==> src/rtl/adcp_pkg.sv <==
// shared constants and types of the closest pair block
// no dependencies
package adcp_pkg;

    localparam int MAX_SET = 32;
    localparam int VAL_W   = 32;
    localparam int COL_W   = 20;
    localparam int INF_W   = 16;

    localparam logic [INF_W:0] ONE_Q16     = 17'h10000;
    localparam logic [INF_W:0] ONE_Q16_RND = 17'h10001;

    typedef struct packed {
        logic             valid;
        logic [VAL_W-1:0] value;
        logic [COL_W-1:0] column;
    } t_cell_data;

    typedef struct packed {
        logic insert;
        logic shift;
    } t_cell_ctl;

    typedef enum logic [1:0] {
        S_LOAD = 2'b01,
        S_SCAN = 2'b10
    } t_state;

endpackage

==> src/rtl/adcp_cell.sv <==
// one cell of the sorting chain: holds one member, inserts or shifts toward the head
// depends on adcp_pkg
module adcp_cell
    import adcp_pkg::*;
(
    input  logic       i_clk,
    input  logic       i_rst_n,
    input  t_cell_ctl  i_ctl,
    input  t_cell_data i_new,
    input  t_cell_data i_left,
    input  logic       i_left_gt,
    input  t_cell_data i_right,
    output t_cell_data o_data,
    output logic       o_gt
);

    t_cell_data r_data;
    t_cell_data n_data;

    // empty cells count as greater than anything
    assign o_gt   = !r_data.valid || (r_data.value > i_new.value);
    assign o_data = r_data;

    always_comb begin
        n_data = r_data;
        if (i_ctl.shift) begin
            n_data = i_right;
        end else if (i_ctl.insert && o_gt) begin
            n_data = i_left_gt ? i_left : i_new;
        end
    end

    always_ff @(posedge i_clk) begin
        if (!i_rst_n) begin
            r_data.valid <= 1'b0;
        end else begin
            r_data <= n_data;
        end
    end

endmodule

==> config.mk <==
export PLATFORM = sky130hd
export DESIGN_NAME = adcp_cell
export DESIGN_NICKNAME = d
export VERILOG_FILES = /design/src/rtl/adcp_pkg.sv /design/src/rtl/adcp_cell.sv
export SDC_FILE = /design/constraint.sdc
export NUM_CORES = 1
export LEC_CHECK = 0
export BUFFER_PORTS_ARGS = -buffer_cell sky130_fd_sc_hd__buf_2
export CAP_MARGIN = 20
export CELL_PAD_IN_SITES_DETAIL_PLACEMENT = 0
export CELL_PAD_IN_SITES_GLOBAL_PLACEMENT = 1
export CORE_UTILIZATION = 31
export CTS_CLUSTER_DIAMETER = 120
export DETAILED_ROUTE_END_ITERATION = 10
export GPL_ROUTABILITY_DRIVEN = 0
export HOLD_SLACK_MARGIN = 0.02
export MAX_ROUTING_LAYER = met4
export PLACE_DENSITY_LB_ADDON = 0.1
export SYNTH_ARGS = -nofsm -noshare
export SYNTH_HDL_FRONTEND = slang
export SYNTH_SLANG_ARGS = --single-unit
==> constraint.sdc <==
create_clock -name i_clk -period 5.6 [get_ports i_clk]
set_clock_uncertainty 0.05 [all_clocks]
set_input_delay 1.12 -clock i_clk [delete_from_list [all_inputs] [get_ports i_clk]]
set_output_delay 1.12 -clock i_clk [all_outputs]
set_load 0.005 [all_outputs]
==> flow_metrics.py <==
metrics = {
    "logic_synthesis": {
        "synthesis.area_um2": 3517,
        "yosysWarnings": 0,
        "async_flop_share": 0,
        "synth.top_cells.by_count": "59 x sky130_fd_sc_hd__o21ai_0, 58 x sky130_fd_sc_hd__nand2_1, 53 x sky130_fd_sc_hd__mux2i_1, 52 x sky130_fd_sc_hd__edfxtp_1, 35 x sky130_fd_sc_hd__inv_1",
        "synth-edff-count": 52,
        "synth_cells": 351,
        "netlist_top_cells_area": "sky130_fd_sc_hd__edfxtp_1 44%, sky130_fd_sc_hd__mux2i_1 15%, sky130_fd_sc_hd__ha_1 11%",
        "synth.lib_cells_used.distinct": 31,
        "library_cell_occupying_the_most_area_in_the_post_synthesis_netlist": "sky130_fd_sc_hd__edfxtp_1",
        "syn_area_per_cell_um2": 10.02,
        "synth-seq-area-share": 0.4497,
        "synth-main-ff-cell": "sky130_fd_sc_hd__edfxtp_1",
        "synth_most_common_cell": "sky130_fd_sc_hd__o21ai_0",
        "synthesis.nets": 547,
        "proportion_of_netlist_area_held_by_the_largest_area_contributor": 0.4440,
        "postSynthRegisterBits": 53,
    },
    "floorplan": {
        "starting_density_of_the_core": 0.3216,
        "io_pins": 218,
        "core_um2": 10940,
        "design.die.area_um2": 11780,
        "floorplan.die.width_um": 108.5,
        "fp.dieH_um": 108.5,
        "rows": 38,
    },
    "route": {
        "drt_pre_antenna_iters": 4,
        "drt_first_iter_violations": 101,
        "route.antenna.remaining_nets": 0,
        "route.detailed.drc": 0,
        "vias": 3227,
        "route.final.wire_length_um": 9708,
        "route.detailed.vias_per_inst": 4.603,
        "routedWlPerCell_um": 13.85,
    },
    "timing": {
        "setup_violations_final": 0,
        "rsz_0062_raised_after_global_routing": "no",
        "slew_viols_final": 0,
        "period_share": 0.7396,
        "worst_slew_margin_rel": 0.4010,
        "max_slew.worst_pin.slew_ns": 0.8985,
        "total_neg_setup_slack_ns": 0,
        "final_hold_viol_count": 0,
        "finalWorstPathRequiredPeriod_ns": 4.142,
        "max_freq_ghz": 0.2415,
    },
    "place": {
        "placed_cells": 692,
        "numPortBuffers": 217,
        "dp_hpwl_um": 7877,
    },
    "layout": {
        "design.final.nets": 755,
        "syn2layout_area_growth_pct": 39.20,
        "largest_reg_flops": 53,
        "multi_input_comb_area_um2": 1730,
        "layout-drive-gt1-share": 0.4125,
        "sequential_cell_area_um2": 1582,
        "fillerInstances": 1129,
        "final_cell_count_no_fill": 701,
    },
    "clocking": {
        "clock_sinks": 53,
        "worst_skew_pair.late_latency_ns": 0.29,
        "cts_tree": "yes",
        "h_tree_level_count": 2,
        "cts.hold.buffers_added": 0,
        "cts-buffers-inserted": 5,
        "ctsRootBufferMaster": "sky130_fd_sc_hd__clkbuf_16",
        "clk_pin_slew_worst_paths_ns": 0.07,
        "post_cts.repair.setup_buffers": 0,
        "cts_resized": 0,
        "clk_path_buf_depth": 2,
    },
    "critical_path": {
        "timing.critical_path.to_type": "output port",
        "crit_fanout": 5,
        "critical_path_required_ns": 4.43,
        "criticalPathCategory": "in -> out",
        "arrival_time_reported_for_the_critical_path_endpoint_ns": 2.97,
        "startpoint_type": "input port",
    },
    "global_routing": {
        "grt_pass1_vias": 3154,
        "grt_start_max_net_pins": 106,
        "grt_overflow": 0,
        "grt_antenna_before_repair": 1,
        "grt_first_pass_wirelength_um": 14920,
        "grt.total_usage": 0.1702,
    },
    "power_and_ir_drop": {
        "power.static_leakage_nw": 2.494,
        "ir_drop_mv": 0.1895,
        "power_density_nw_per_um2": 224.5,
    },
    "flow_run": {
        "timing.max_cap.violations": 0,
    },
    "hold_path": {
        "hold_path.class": "reg -> reg",
    },
    "outcome": {
        "run_status": "finished clean",
    },
}
-- cell usage in the layout (no fill, tap or decap), types with 2 or more instances in the layout --
cell / n
sky130_fd_sc_hd__buf_2: 216
sky130_fd_sc_hd__o21ai_0: 59
sky130_fd_sc_hd__nand2_1: 58
sky130_fd_sc_hd__mux2i_1: 53
sky130_fd_sc_hd__edfxtp_1: 52
sky130_fd_sc_hd__inv_1: 35
sky130_fd_sc_hd__ha_1: 32
sky130_fd_sc_hd__a21oi_1: 8
sky130_fd_sc_hd__nand4_1: 5
sky130_fd_sc_hd__clkbuf_16: 5
sky130_fd_sc_hd__a211oi_1: 4
sky130_fd_sc_hd__nand3_1: 4
sky130_fd_sc_hd__nor2_1: 3
sky130_fd_sc_hd__buf_4: 3
sky130_fd_sc_hd__a21o_1: 2
sky130_fd_sc_hd__nor3_1: 2
-- layout make-up --
class / instances / share of cell area
well taps: 140 / 0.03578
repair buffers: 219 / 0.2254
multi-input cells: 245 / 0.3534
clock buffers: 5 / 0.02556
clock inverters: 3 / 0.009456
inverters: 35 / 0.02683
flip-flops and latches: 53 / 0.3230
diodes: 1 / 0.0005111
-- cell families after synthesis --
group | count (synthesis) | synth area share
simple gates | 79 | 0.09890
flops | 53 | 0.4497
fa+ha+maj | 32 | 0.1138
compound gates | 81 | 0.1281
mux | 53 | 0.1508
buf+inv | 53 | 0.05870
-- final timing paths --
kind                            startpoint         end  slack (ns)  cells after the start
worst min register to register  o_data[52]  o_data[52]        0.60                      2
worst min-delay path            o_data[52]  o_data[52]        0.60                      2
worst max register to register  o_data[51]  o_data[51]        2.12                      8
worst max-delay path             i_new[51]        o_gt        1.46                      9
-- power by group --
group	internal, mW	switching, mW	total, mW	leakage, nW
Clock	0.212	0.139	0.351	0.0800
Combinational	0.122	0.130	0.252	1.90
Sequential	0.482	0.0148	0.497	0.514
Total	0.816	0.283	1.10	2.49
-- critical path, cell delays in order --
cell	delay, ns
sky130_fd_sc_hd__buf_2	0.09
sky130_fd_sc_hd__inv_1	0.04
sky130_fd_sc_hd__ha_1	0.30
sky130_fd_sc_hd__nand4_2	0.16
sky130_fd_sc_hd__or4_1	0.56
sky130_fd_sc_hd__nor2_1	0.16
sky130_fd_sc_hd__o31ai_1	0.11
sky130_fd_sc_hd__a41oi_2	0.26
sky130_fd_sc_hd__buf_2	0.17
-- metrics by stage --
step	setup WS (ns)	area, um^2	total power, mW	utilization	hold slack, ns
final	1.458	4896	1.099	0.4477	0.6047
after global routing	1.330	4896	1.165	0.4477	0.6595
after CTS	1.432	4893	1.118	0.4475	0.6003
after detailed placement	1.206	4722	0.7636	0.4318	0.5905
after global placement	1.339	4722	0.7607	0.4318	0.5754
after floorplan	1.311	3517	0.6306	-	0.5432
-- routing by layer --
layer  track usage  wire, um
met5             -         0
met4       0.02896        41
met3       0.04400       823
met2        0.2893      4620
met1        0.2050      4223
No activity file was read; power rests on OpenSTA's default activity.
